<file path="src/design/smgr_pkg.sv">
// ----------------------------------------------------------------------------
// smgr_pkg
// Shared types and constants for the stereo mixer with linear gain ramp.
// ----------------------------------------------------------------------------
`default_nettype none

package smgr_pkg;

   localparam int SAMPLE_W = 16;
   localparam int GAIN_W   = 18;
   localparam int DELTA_W  = 19;
   localparam int COUNT_W  = 32;

   localparam logic [GAIN_W-1:0] GAIN_ONE = 18'd65536;
   localparam logic [GAIN_W-1:0] GAIN_MAX = 18'd131072;

   localparam logic signed [SAMPLE_W-1:0] SAMPLE_POS_MAX = 16'sh7FFF;
   localparam logic signed [SAMPLE_W-1:0] SAMPLE_NEG_MAX = 16'sh8000;

   typedef logic [GAIN_W-1:0] csr_type;

   typedef struct packed {
      logic signed [SAMPLE_W-1:0] src_left;
      logic signed [SAMPLE_W-1:0] src_right;
      logic                       last_source;
   } req_type;

   typedef struct packed {
      logic signed [SAMPLE_W-1:0] out_left;
      logic signed [SAMPLE_W-1:0] out_right;
      logic                       left_clipped;
      logic                       right_clipped;
      logic [COUNT_W-1:0]         clip_total;
      logic                       end_of_block;
      logic [COUNT_W-1:0]         head_position;
   } rsp_type;

   typedef enum logic [2:0] {
      ST_IDLE,
      ST_RAMP,
      ST_GAIN,
      ST_LEFT,
      ST_RIGHT,
      ST_OUT
   } state_type;

   typedef enum logic [1:0] {
      MUL_RAMP,
      MUL_LEFT,
      MUL_RIGHT
   } mul_sel_type;

   typedef struct packed {
      logic        take;
      logic        close;
      logic        mul_en;
      mul_sel_type mul_sel;
      logic        gain_load;
      logic        left_load;
      logic        commit;
   } cmd_type;

   typedef struct packed {
      logic out_free;
   } status_type;

endpackage

`default_nettype wire

</file>
<file path="src/design/smgr_chan_if.sv">
// ----------------------------------------------------------------------------
// smgr_chan_if
// Valid/ready channel carrying one payload beat.
// ----------------------------------------------------------------------------
`default_nettype none

interface smgr_chan_if #(
   parameter type payload_type = logic
);
   logic        valid;
   logic        ready;
   payload_type payload;

   modport source (output valid, output payload, input ready);
   modport sink   (input valid, input payload, output ready);
endinterface

`default_nettype wire

</file>
<file path="src/design/smgr_ctrl.sv">
// ----------------------------------------------------------------------------
// smgr_ctrl
// Sequencer: accepts source beats, then steps the shared multiplier through
// ramp, left and right products and hands the result to the output register.
// ----------------------------------------------------------------------------
`default_nettype none

module smgr_ctrl (
   input  wire logic                 clock,
   input  wire logic                 reset,
   input  wire logic                 req_valid,
   input  wire logic                 req_last,
   input  wire smgr_pkg::status_type status,
   output logic                      req_ready,
   output smgr_pkg::cmd_type         cmd
);

   smgr_pkg::state_type state_ff, state_in;

   always_ff @(posedge clock) begin
      if (reset) begin
         state_ff <= smgr_pkg::ST_IDLE;
      end else begin
         state_ff <= state_in;
      end
   end

   always_comb begin
      state_in      = state_ff;
      req_ready     = 1'b0;
      cmd           = '0;
      cmd.mul_sel   = smgr_pkg::MUL_RAMP;
      case (state_ff)
         smgr_pkg::ST_IDLE: begin
            req_ready = 1'b1;
            if (req_valid) begin
               cmd.take = 1'b1;
               if (req_last) begin
                  cmd.close = 1'b1;
                  state_in  = smgr_pkg::ST_RAMP;
               end
            end
         end
         smgr_pkg::ST_RAMP: begin
            cmd.mul_en  = 1'b1;
            cmd.mul_sel = smgr_pkg::MUL_RAMP;
            state_in    = smgr_pkg::ST_GAIN;
         end
         smgr_pkg::ST_GAIN: begin
            cmd.gain_load = 1'b1;
            state_in      = smgr_pkg::ST_LEFT;
         end
         smgr_pkg::ST_LEFT: begin
            cmd.mul_en  = 1'b1;
            cmd.mul_sel = smgr_pkg::MUL_LEFT;
            state_in    = smgr_pkg::ST_RIGHT;
         end
         smgr_pkg::ST_RIGHT: begin
            cmd.mul_en    = 1'b1;
            cmd.mul_sel   = smgr_pkg::MUL_RIGHT;
            cmd.left_load = 1'b1;
            state_in      = smgr_pkg::ST_OUT;
         end
         smgr_pkg::ST_OUT: begin
            if (status.out_free) begin
               cmd.commit = 1'b1;
               state_in   = smgr_pkg::ST_IDLE;
            end
         end
         default: begin
            state_in = smgr_pkg::ST_IDLE;
         end
      endcase
   end

endmodule

`default_nettype wire

</file>
<file path="src/design/smgr_dpath.sv">
// ----------------------------------------------------------------------------
// smgr_dpath
// Mix accumulators, gain ramp, shared multiplier, saturation, counters and
// the output register.
// ----------------------------------------------------------------------------
`default_nettype none

module smgr_dpath #(
   parameter int BLOCK_SAMPLES = 512,
   parameter int MAX_SOURCES   = 8
) (
   input  wire logic                 clock,
   input  wire logic                 reset,
   input  wire smgr_pkg::cmd_type    cmd,
   output smgr_pkg::status_type      status,
   input  wire smgr_pkg::req_type    req_data,
   input  wire logic                 csr_write,
   input  wire smgr_pkg::csr_type    csr_data,
   input  wire logic                 rsp_ready,
   output logic                      rsp_valid,
   output smgr_pkg::rsp_type         rsp_data
);

   localparam int IDX_W  = $clog2(BLOCK_SAMPLES);
   localparam int CNT_W  = $clog2(MAX_SOURCES + 1);
   localparam int ACC_W  = smgr_pkg::SAMPLE_W + $clog2(MAX_SOURCES);
   localparam int OPA_W  = (ACC_W > smgr_pkg::DELTA_W) ? ACC_W : smgr_pkg::DELTA_W;
   localparam int PROD_W = OPA_W + smgr_pkg::DELTA_W;
   localparam logic signed [PROD_W-1:0] PROD_ONE = PROD_W'(64'sd2147483648);
   localparam logic [IDX_W-1:0] IDX_LAST = IDX_W'(BLOCK_SAMPLES - 1);
   localparam logic [CNT_W-1:0] SRC_MAX  = CNT_W'(MAX_SOURCES);
   localparam logic [smgr_pkg::COUNT_W-1:0] BLOCK_STEP =
      smgr_pkg::COUNT_W'(BLOCK_SAMPLES);

   logic [smgr_pkg::GAIN_W-1:0]          target_ff;
   logic [smgr_pkg::GAIN_W-1:0]          block_target_ff, block_target_in;
   logic [smgr_pkg::GAIN_W-1:0]          prev_gain_ff;
   logic [IDX_W-1:0]                     sample_index_ff;
   logic signed [ACC_W-1:0]              acc_left_ff, acc_right_ff;
   logic [CNT_W-1:0]                     src_count_ff;
   logic [smgr_pkg::COUNT_W-1:0]         clip_count_ff;
   logic [smgr_pkg::COUNT_W-1:0]         play_head_ff;
   logic signed [smgr_pkg::DELTA_W-1:0]  delta_ff, delta_in;
   logic signed [PROD_W-1:0]             prod_ff, prod_in;
   logic [smgr_pkg::GAIN_W-1:0]          gain_ff;
   logic signed [smgr_pkg::SAMPLE_W-1:0] left_ff;
   logic                                 left_clip_ff;
   logic                                 rsp_valid_ff;
   smgr_pkg::rsp_type                    rsp_data_ff, rsp_data_in;

   logic [smgr_pkg::GAIN_W-1:0]          target_clamped;
   logic signed [OPA_W-1:0]              mul_a;
   logic signed [smgr_pkg::DELTA_W-1:0]  mul_b;
   logic signed [PROD_W-1:0]             gain_sum;
   logic                                 sat_hi, sat_lo, sat_clip;
   logic signed [smgr_pkg::SAMPLE_W-1:0] sat_value;
   logic                                 last_sample;

   // Target latch for the block, taken on its first sample.
   assign target_clamped = (target_ff > smgr_pkg::GAIN_MAX) ? smgr_pkg::GAIN_MAX : target_ff;

   always_comb begin
      block_target_in = (sample_index_ff == '0) ? target_clamped : block_target_ff;
      delta_in = $signed({1'b0, block_target_in}) - $signed({1'b0, prev_gain_ff});
   end

   // Shared multiplier.
   always_comb begin
      case (cmd.mul_sel)
         smgr_pkg::MUL_RAMP: begin
            mul_a = OPA_W'(delta_ff);
            mul_b = $signed(smgr_pkg::DELTA_W'(sample_index_ff));
         end
         smgr_pkg::MUL_LEFT: begin
            mul_a = OPA_W'(acc_left_ff);
            mul_b = $signed({1'b0, gain_ff});
         end
         smgr_pkg::MUL_RIGHT: begin
            mul_a = OPA_W'(acc_right_ff);
            mul_b = $signed({1'b0, gain_ff});
         end
         default: begin
            mul_a = '0;
            mul_b = '0;
         end
      endcase
      prod_in = mul_a * mul_b;
   end

   assign gain_sum = PROD_W'($signed({1'b0, prev_gain_ff})) + (prod_ff >>> IDX_W);

   // Saturate the registered product to Q1.15.
   always_comb begin
      sat_hi   = (prod_ff >= PROD_ONE);
      sat_lo   = (prod_ff < -PROD_ONE);
      sat_clip = (prod_ff > PROD_ONE) || sat_lo;
      if (sat_hi) begin
         sat_value = smgr_pkg::SAMPLE_POS_MAX;
      end else if (sat_lo) begin
         sat_value = smgr_pkg::SAMPLE_NEG_MAX;
      end else begin
         sat_value = prod_ff[31:16];
      end
   end

   assign last_sample = (sample_index_ff == IDX_LAST);

   always_comb begin
      rsp_data_in.out_left      = left_ff;
      rsp_data_in.out_right     = sat_value;
      rsp_data_in.left_clipped  = left_clip_ff;
      rsp_data_in.right_clipped = sat_clip;
      rsp_data_in.clip_total    = clip_count_ff
                                + smgr_pkg::COUNT_W'(left_clip_ff)
                                + smgr_pkg::COUNT_W'(sat_clip);
      rsp_data_in.end_of_block  = last_sample;
      rsp_data_in.head_position = play_head_ff + BLOCK_STEP;
   end

   // Control state.
   always_ff @(posedge clock) begin
      if (reset) begin
         target_ff       <= smgr_pkg::GAIN_ONE;
         block_target_ff <= smgr_pkg::GAIN_ONE;
         prev_gain_ff    <= smgr_pkg::GAIN_ONE;
         sample_index_ff <= '0;
         acc_left_ff     <= '0;
         acc_right_ff    <= '0;
         src_count_ff    <= '0;
         clip_count_ff   <= '0;
         play_head_ff    <= BLOCK_STEP;
         rsp_valid_ff    <= 1'b0;
      end else begin
         if (csr_write) begin
            target_ff <= csr_data;
         end
         if (cmd.take && (src_count_ff < SRC_MAX)) begin
            acc_left_ff  <= acc_left_ff + ACC_W'(req_data.src_left);
            acc_right_ff <= acc_right_ff + ACC_W'(req_data.src_right);
            src_count_ff <= src_count_ff + CNT_W'(1);
         end
         if (cmd.close) begin
            block_target_ff <= block_target_in;
         end
         if (cmd.commit) begin
            acc_left_ff   <= '0;
            acc_right_ff  <= '0;
            src_count_ff  <= '0;
            clip_count_ff <= rsp_data_in.clip_total;
            rsp_valid_ff  <= 1'b1;
            if (last_sample) begin
               prev_gain_ff    <= block_target_ff;
               play_head_ff    <= rsp_data_in.head_position;
               sample_index_ff <= '0;
            end else begin
               sample_index_ff <= sample_index_ff + IDX_W'(1);
            end
         end else if (rsp_ready) begin
            rsp_valid_ff <= 1'b0;
         end
      end
   end

   // Payload.
   always_ff @(posedge clock) begin
      if (cmd.close) begin
         delta_ff <= delta_in;
      end
      if (cmd.mul_en) begin
         prod_ff <= prod_in;
      end
      if (cmd.gain_load) begin
         gain_ff <= gain_sum[smgr_pkg::GAIN_W-1:0];
      end
      if (cmd.left_load) begin
         left_ff      <= sat_value;
         left_clip_ff <= sat_clip;
      end
      if (cmd.commit) begin
         rsp_data_ff <= rsp_data_in;
      end
   end

   assign status.out_free = !rsp_valid_ff || rsp_ready;
   assign rsp_valid       = rsp_valid_ff;
   assign rsp_data        = rsp_data_ff;

endmodule

`default_nettype wire

</file>
<file path="src/design/stereo_mixer_gain_ramp_core.sv">
// ----------------------------------------------------------------------------
// stereo_mixer_gain_ramp_core
// Sums stereo source beats into output samples and scales them by a master
// gain that ramps linearly across each block, with Q1.15 saturation.
//
//   channel   dir   payload              beat
//   req_chan  in    src_left/right/last  one source frame
//   rsp_chan  out   mixed sample + stats one output sample
//   csr_chan  in    target_gain          one register write
//
// A source beat without last_source is only accumulated. A closing beat is
// accumulated and then steps through ramp, gain add, left, right and hand-over
// to the output register; its result is registered valid at the hand-over.
// The next beat is accepted while a result waits in the output register;
// the hand-over holds, and input with it, while that register is still full.
// Reset is synchronous; it sets the gain to one and the head to one block.
// ----------------------------------------------------------------------------
`default_nettype none

module stereo_mixer_gain_ramp_core #(
   parameter int BLOCK_SAMPLES = 512,
   parameter int MAX_SOURCES   = 8
) (
   input  wire logic   clock,
   input  wire logic   reset,
   smgr_chan_if.sink   req_chan,
   smgr_chan_if.source rsp_chan,
   smgr_chan_if.sink   csr_chan
);

   smgr_pkg::cmd_type    cmd;
   smgr_pkg::status_type status;
   logic                 req_ready;

   assign req_chan.ready = req_ready;
   assign csr_chan.ready = 1'b1;

   smgr_ctrl u_smgr_ctrl (
      .clock     (clock),
      .reset     (reset),
      .req_valid (req_chan.valid),
      .req_last  (req_chan.payload.last_source),
      .status    (status),
      .req_ready (req_ready),
      .cmd       (cmd)
   );

   smgr_dpath #(
      .BLOCK_SAMPLES (BLOCK_SAMPLES),
      .MAX_SOURCES   (MAX_SOURCES)
   ) u_smgr_dpath (
      .clock     (clock),
      .reset     (reset),
      .cmd       (cmd),
      .status    (status),
      .req_data  (req_chan.payload),
      .csr_write (csr_chan.valid),
      .csr_data  (csr_chan.payload),
      .rsp_ready (rsp_chan.ready),
      .rsp_valid (rsp_chan.valid),
      .rsp_data  (rsp_chan.payload)
   );

endmodule

`default_nettype wire

</file>
<file path="src/flat_wrapper.sv">
// flat-port wrapper written by rule: the top's interface ports become plain ports
module stereo_mixer_gain_ramp_core_flat 
#(
   parameter int BLOCK_SAMPLES = 512,
   parameter int MAX_SOURCES   = 8
)
  (clock, reset, req_chan_valid, req_chan_payload, req_chan_ready, rsp_chan_valid, rsp_chan_payload, rsp_chan_ready, csr_chan_valid, csr_chan_payload, csr_chan_ready);
  smgr_chan_if #(.payload_type(smgr_pkg::req_type)) req_chan_i ();
  smgr_chan_if #(.payload_type(smgr_pkg::rsp_type)) rsp_chan_i ();
  smgr_chan_if #(.payload_type(smgr_pkg::csr_type)) csr_chan_i ();
  input  wire logic clock;
  input  wire logic reset;
  input wire logic [$bits(req_chan_i.valid)-1:0] req_chan_valid;
  input wire logic [$bits(req_chan_i.payload)-1:0] req_chan_payload;
  output wire logic [$bits(req_chan_i.ready)-1:0] req_chan_ready;
  output wire logic [$bits(rsp_chan_i.valid)-1:0] rsp_chan_valid;
  output wire logic [$bits(rsp_chan_i.payload)-1:0] rsp_chan_payload;
  input wire logic [$bits(rsp_chan_i.ready)-1:0] rsp_chan_ready;
  input wire logic [$bits(csr_chan_i.valid)-1:0] csr_chan_valid;
  input wire logic [$bits(csr_chan_i.payload)-1:0] csr_chan_payload;
  output wire logic [$bits(csr_chan_i.ready)-1:0] csr_chan_ready;
  assign req_chan_i.valid = req_chan_valid;
  assign req_chan_i.payload = req_chan_payload;
  assign req_chan_ready = req_chan_i.ready;
  assign rsp_chan_valid = rsp_chan_i.valid;
  assign rsp_chan_payload = rsp_chan_i.payload;
  assign rsp_chan_i.ready = rsp_chan_ready;
  assign csr_chan_i.valid = csr_chan_valid;
  assign csr_chan_i.payload = csr_chan_payload;
  assign csr_chan_ready = csr_chan_i.ready;
  stereo_mixer_gain_ramp_core #(.BLOCK_SAMPLES(BLOCK_SAMPLES), .MAX_SOURCES(MAX_SOURCES)) u_core (.clock(clock), .reset(reset), .req_chan(req_chan_i), .rsp_chan(rsp_chan_i), .csr_chan(csr_chan_i));
endmodule
</file>
<file path="config.mk">
export PLATFORM = sky130hd
export DESIGN_NAME = stereo_mixer_gain_ramp_core_flat
export DESIGN_NICKNAME = d
export VERILOG_FILES = /design/src/design/smgr_pkg.sv /design/src/design/smgr_chan_if.sv /design/src/design/smgr_ctrl.sv /design/src/design/smgr_dpath.sv /design/src/design/stereo_mixer_gain_ramp_core.sv /design/src/flat_wrapper.sv
export SDC_FILE = /design/constraint.sdc
export NUM_CORES = 2
export LEC_CHECK = 0
export BUFFER_PORTS_ARGS = -buffer_cell sky130_fd_sc_hd__buf_2
export CAP_MARGIN = 20
export CORE_ASPECT_RATIO = 1.1
export CORE_MARGIN = 5
export CORE_UTILIZATION = 54
export CTS_CLUSTER_SIZE = 24
export DETAILED_ROUTE_END_ITERATION = 8
export PLACE_DENSITY = 0.72
export SKIP_LAST_GASP = 1
export SYNTH_ARGS = -nofsm -noshare
export SYNTH_HDL_FRONTEND = slang
export SYNTH_SLANG_ARGS = --single-unit
</file>
<file path="constraint.sdc">
create_clock -name clock -period 14.25 [get_ports clock]
set_clock_uncertainty 0.05 [all_clocks]
set_input_delay 0 -clock clock [delete_from_list [all_inputs] [get_ports clock]]
set_output_delay 0 -clock clock [all_outputs]
set_load 0.005 [all_outputs]
</file>
## Word-level counts from Yosys, hierarchy flattened

Index checks and enable logic that the tools add are counted.

- Flip-flop bits (word level): 364
- Latch bits: 0
- RAM bits: 0
- Memory bits (read-only): 0
- Input bits: 56
- Output and inout port bits: 102
- Memories: 0

- Add/subtract/negate cells: 9
- Multipliers: 1
- Div/mod/pow operators: 0
- Order comparisons: 5
- Equality and inequality tests: 11
- Shift-type cells: 0
- Muxes and demuxes: 22
- Bitwise logic cells: 0
- Reductions and logical operators: 12

Operator list:

| kind | number |
|---|---|
| 32-bit by 1-bit adder with 32-bit output | 2 |
| 19-bit one-hot mux with 3 select lines | 1 |
| 19-bit by 16-bit adder with 19-bit output | 2 |
| 38-bit by 33-bit greater-or-equal comparator with 1-bit output (second input constant) | 1 |
| 38-bit by 33-bit > comparator with 1-bit output (second input constant) | 1 |
| 38-bit by 32-bit less-than comparator with 1-bit output (second input constant) | 1 |
| 19-bit by 19-bit multiplier with 38-bit output | 1 |
| 18-bit 2-to-1 mux | 2 |
| 18-bit one-hot mux with 2 select lines | 1 |
| 32-bit by 10-bit adder with 32-bit output (second input constant) | 1 |
| 16-bit 2-to-1 mux | 2 |
| 18-bit by 18-bit subtractor with 19-bit output | 1 |
| 18-bit adder | 1 |
| 18-bit > comparator (second input constant) | 1 |
| 3-bit one-hot mux with 6 select lines | 1 |
| 9-bit by 1-bit adder with 9-bit output (second input constant) | 1 |
| 9-bit == test (second input constant) | 1 |
| 9-bit zero test | 1 |
| 3-bit 2-to-1 mux | 3 |
| 9-bit 2-to-1 mux | 1 |
| 3-bit one-hot mux with 3 select lines | 1 |
| 1-bit 2-to-1 mux | 8 |
| 3-bit by 2-bit == test with 1-bit output (second input constant) | 2 |
| 3-bit == test (second input constant) | 2 |
| 17 further kinds | 21 |

## Logic depth before layout (Yosys ltp)

- Word-level depth: 6
- Mapped depth: 31
- Depth with buffers taken out: 27

## Hierarchy

From an unflattened synthesis, not the netlist that was laid out.

- Cell total of the unflattened synthesis: 3222
- Area total of the unflattened synthesis: 29945.0 µm²

Modules (own cells, without submodules):

| module | times used | cells an instance | area an instance (µm²) |
|---|---|---|---|
| smgr_dpath | 1 | 3196 | 29706.0 |
| smgr_ctrl | 1 | 24 | 227.7 |
| stereo_mixer_gain_ramp_core | 1 | 2 | 11.3 |

## Least setup slack after synthesis

Ideal clock, no wire load.

- Path type: register -> register
- Start point: reg u_core.u_smgr_ctrl.state_ff[2]
- End point: reg u_core.u_smgr_dpath.prod_ff[34] (data pin)
- Arrival: 7.759 ns
- Required time: 13.938 ns
- Path slack: 6.178 ns
- Cell stages (with the launch flop): 32
- Path buffers: 6
- Period minus slack after synthesis: 8.072 ns
- Cell sequence: dfxtp_1 > clkbuf_1 > nand2b_1 > o22ai_1 > clkbuf_1 > clkbuf_1 > and2_1 > clkbuf_1 > clkbuf_1 > nand2_1 > fa_1 > inv_1 > fa_1 > inv_1 > fa_1 > inv_1 > fa_1 > fa_1 > inv_1 > fa_1 > inv_1 > ha_1 > clkbuf_1 > a2111oi_0 > o21ai_0 > a31oi_1 > o21ai_0 > nor3b_1 > o221ai_1 > a21oi_1 > o21bai_1 > xor2_1

- Longest elaborated chain between the ends: 6
- Elaborated cells between the ends (all ways): 11
- Those cells by class: mul: 1; eq/ne: 5; mux: 3; reduce/logical: 2

RTL lines:

| what | RTL line | source |
|---|---|---|
| start: declaration | smgr_ctrl.sv:18 | `smgr_pkg::state_type state_ff, state_in;` |
| start signal: assignment | smgr_ctrl.sv:22 | `state_ff <= smgr_pkg::ST_IDLE;` |
| start signal: assignment | smgr_ctrl.sv:24 | `state_ff <= state_in;` |
| 3-bit == test (tied with other cells) | smgr_ctrl.sv:33 | `case (state_ff)` |
| 3-bit one-hot mux with 3 select lines * | smgr_ctrl.sv:33 |  |
| 2-bit == test / 2-bit by 1-bit == test with 1-bit output (equally long branches) | smgr_dpath.sv:69 | `case (cmd.mul_sel)` |
| 2-bit OR reduction (no line) | n/a |  |
| 18-bit one-hot mux with 2 select lines | smgr_dpath.sv:69 |  |
| 19-bit by 19-bit multiplier with 38-bit output * | smgr_dpath.sv:87 | `prod_in = mul_a * mul_b;` |
| net u_core.u_smgr_dpath.prod_in[34] | smgr_dpath.sv:44 | `logic signed [PROD_W-1:0] prod_ff, prod_in;` |
| end signal: assignment | smgr_dpath.sv:170 | `prod_ff <= prod_in;` |
| end: declaration | smgr_dpath.sv:44 |  |

The timed path passes the listed nets; every way through them passes the cells marked *.
A chain may end at the register's enable or synchronous reset.

## Final worst setup path

Ends and elaborated chain as after synthesis.

==> impl_metrics.csv <==
group,metric,value,unit
worst_setup_path,criticalPathCategory,"reg -> reg",
power,leakagePower,0.0153,µW
worst_setup_path,max_stage_delay,660,ps
finish,layout-drive-gt1-share,0.0831,
yosys,yosys_warnings,0,
timing,finalCritPeriodShare,0.629,
placed_design,placed_area,30900,µm²
timing,finalSetupTns,0,ps
yosys,synth_ff_type,"edfxtp_1",
yosys,synth_edf_count,182,
power,vdd_ir_drop_max,0.0796,mV
placed_design,place_inst,3929,
cts,cts_buffers,38,
worst_setup_path,critPathMaxFanout,56,
cts,clk_latency,580,ps
global_routing,grt_usage,0.257,
worst_setup_path,critPathBufInv,6,
route,viasPerCell,5.49,
floorplanning,rows,89,
cts,clock-root-buffer,"clkbuf_16",
finish,fin_cells,4073,
floorplanning,start_util,0.547,
global_routing,grt_pass1_wl,120000,µm
floorplanning,die-width,233,µm
cts,clk_path_buf_depth,3,
route,drt_iter0_drc,1429,
placed_design,finalWeightedCongestion,0.954,
floorplanning,fp.dieH,255,µm
global_routing,grt_pass1_vias,23500,
timing,max_clock_freq,112,MHz
global_routing,grt_max_degree,78,
cts,clock-sinks,346,
finish,final_cell_mix,"500 x inv_1, 396 x nand2_1, 354 x fa_1",
cts,cts_tree,"done",
yosys,synth_cell_types,72,
finish,design_area,33100,µm²
yosys,ys_seq_area_frac,0.297,
floorplanning,dieArea,59300,µm²
timing,hold_violations,0,
power,power_density,82.0,nW/µm²
worst_setup_path,crit_path_start_kind,"register",
yosys,synth-async-reset-ratio,0,
timing,finalSetupViolCount,0,
route,wire_per_inst,18.4,µm
finish,nNetsFinal,3903,
job,max_cap_violations,0,
timing,worstMarginPinSlew,1070,ps
yosys,synth-seq-cells,346,
global_routing,grt-ovfl-total,0,
cts,ctsHoldBuffers,72,
cts,clk_pin_slew,60,ps
timing,drv_slew,0,
route,drt-total-wl,74900,µm
worst_setup_path,cp.arrival,9220,ps
floorplanning,core,53800,µm²
finish,n_antenna_cell,0,
placed_design,port-buffer-count,147,
timing,fin_crit,8970,ps
cts,htree_num_levels,2,
timing,slew_headroom,0.290,
placed_design,place_hpwl,59300,µm
cts,cts_resized,0,
yosys,syn_area_per_cell,9.42,µm²
global_routing,antenna_found_initial,0,
status,outcome,"completed",
cts,post_cts_buffers,0,
worst_setup_path,crit_path_end_kind,"register",
timing,rsz0062_at_grt,"false",
finish,mostFrequentLayoutCell,"inv_1",
worst_setup_path,cp_slowest_cell,"a21oi_1",
route,route.detailed.drc,0,
yosys,syn-cell-area,29400,µm²
route,vias,22400,
route,firstDrtPassIters,5,
worst_setup_path,worst_path_most_repeated_cell,"fa_1",
worst_hold_path,min_path_type,"in -> reg",
route,postRouteAntennaNets,0,
yosys,postSynthCellCount,3127,
floorplanning,boundaryPins,158,
finish,area_growth,12.4,%
worst_setup_path,critPathTopFamily,"adder cells",
worst_setup_path,required,14510,ps
==> sequential cells by signal, indices dropped and copies added (netlist names) <==
name / count
u_core.u_smgr_dpath.rsp_data: 90
u_core.u_smgr_dpath.prod_ff: 38
u_core.u_smgr_dpath.clip_count_ff: 32
u_core.u_smgr_dpath.play_head_ff: 23
u_core.u_smgr_dpath.acc_left_ff: 19
u_core.u_smgr_dpath.acc_right_ff: 19
u_core.u_smgr_dpath.delta_ff: 19
u_core.u_smgr_dpath.block_target_ff: 18
u_core.u_smgr_dpath.gain_ff: 18
u_core.u_smgr_dpath.prev_gain_ff: 18
u_core.u_smgr_dpath.target_ff: 18
u_core.u_smgr_dpath.left_ff: 16
u_core.u_smgr_dpath.sample_index_ff: 9
u_core.u_smgr_dpath.src_count_ff: 4
u_core.u_smgr_ctrl.state_ff: 3
u_core.u_smgr_dpath.left_clip_ff: 1
u_core.u_smgr_dpath.rsp_valid: 1
==> path summary, 6_finish.rpt <==
path	startpoint	endpoint	slack, ps	cells after the start
min	req_chan_payload[24]	u_core.u_smgr_dpath.acc_left_ff[8]	30	6
max	u_core.u_smgr_ctrl.state_ff[2]	u_core.u_smgr_dpath.prod_ff[34]	5280	27
min reg2reg	u_core.u_smgr_dpath.left_ff[7]	u_core.u_smgr_dpath.rsp_data[90]	370	0
max reg2reg	u_core.u_smgr_ctrl.state_ff[2]	u_core.u_smgr_dpath.prod_ff[34]	5280	27
==> power breakdown <==
group / total, µW / leakage (µW) / switching [µW] / internal [µW]
combinational: 469 / 0.0115 / 273 / 196
clock: 1080 / 0.000690 / 430 / 651
sequential: 1160 / 0.00312 / 57.1 / 1100
total: 2710 / 0.0153 / 760 / 1950
==> stage by stage <==
stage / hold slack, ps / utilization / power [µW] / setup WS (ps)
2_1_floorplan: 72.4 / - / 1490 / 6180
3_3_place_gp: 154 / 0.575 / 1610 / 5480
3_5_place_dp: 178 / 0.575 / 1620 / 5100
4_1_cts: 1.16 / 0.615 / 2730 / 5050
5_1_grt: 53.8 / 0.615 / 2840 / 4740
6_report: 27.8 / 0.615 / 2710 / 5280
==> Yosys cell counts (5+ instances only) <==
master	count	area, µm²
nor3b_1	5	37.5
nor2b_1	18	113
nand3_1	52	260
o31ai_1	9	67.6
mux2i_1	42	420
edfxtp_1	182	5470
inv_1	500	1880
nor2_1	345	1290
or4_1	7	52.6
fa_1	354	7090
a22oi_1	21	158
xnor2_1	101	885
and3_1	20	125
nand2b_1	24	150
xor2_1	88	771
or2_2	16	100
a21oi_1	160	801
a22o_1	33	289
clkbuf_1	94	353
nand3b_1	5	37.5
a211oi_1	15	113
or3_1	25	156
o21bai_1	7	52.6
and2_1	13	81.3
a41oi_1	5	43.8
nor4_1	17	106
o21ai_0	60	300
nand2_1	396	1490
a21o_1	25	188
a21boi_0	5	37.5
nand4_1	20	125
a211o_1	7	61.3
ha_1	178	2230
o211ai_1	5	37.5
nor3_1	27	135
buf_4	10	75.1
o21a_1	16	120
dfxtp_1	164	3280
==> layout make-up <==
class                   count  area, µm²
fillers                  4453      20700
multi-input cells        2179      18400
flip-flops and latches    346       8750
inverters                 501       1880
repair buffers            249       1700
clock buffers              50       1110
well taps                 728        911
clock inverters            20        300
==> worst min-delay path, cell delays in order <==
cell and delay, ps:
buf_2 90, ha_1 210, a21oi_1 70, xnor2_1 120
nand2_1 60, a21oi_1 60
==> logic make-up after synthesis <==
logic type	synth area share
adders and majority gates	0.316
AOI/OAI and AO/OA	0.0870
other	0.000255
muxes	0.0147
buffers and inverters	0.0793
DFF	0.297
and+or+nand+nor	0.149
xor gates and xnor gates	0.0562
==> layer usage <==
metal	global-route usage	up-vias	part of all wire
li1	-	10400	-
met1	0.292	11100	0.37
met2	0.462	653	0.51
met3	0.0328	202	0.048
met4	0.159	0	0.075
met5	0	-	0
(Power assumes the default switching activity.)
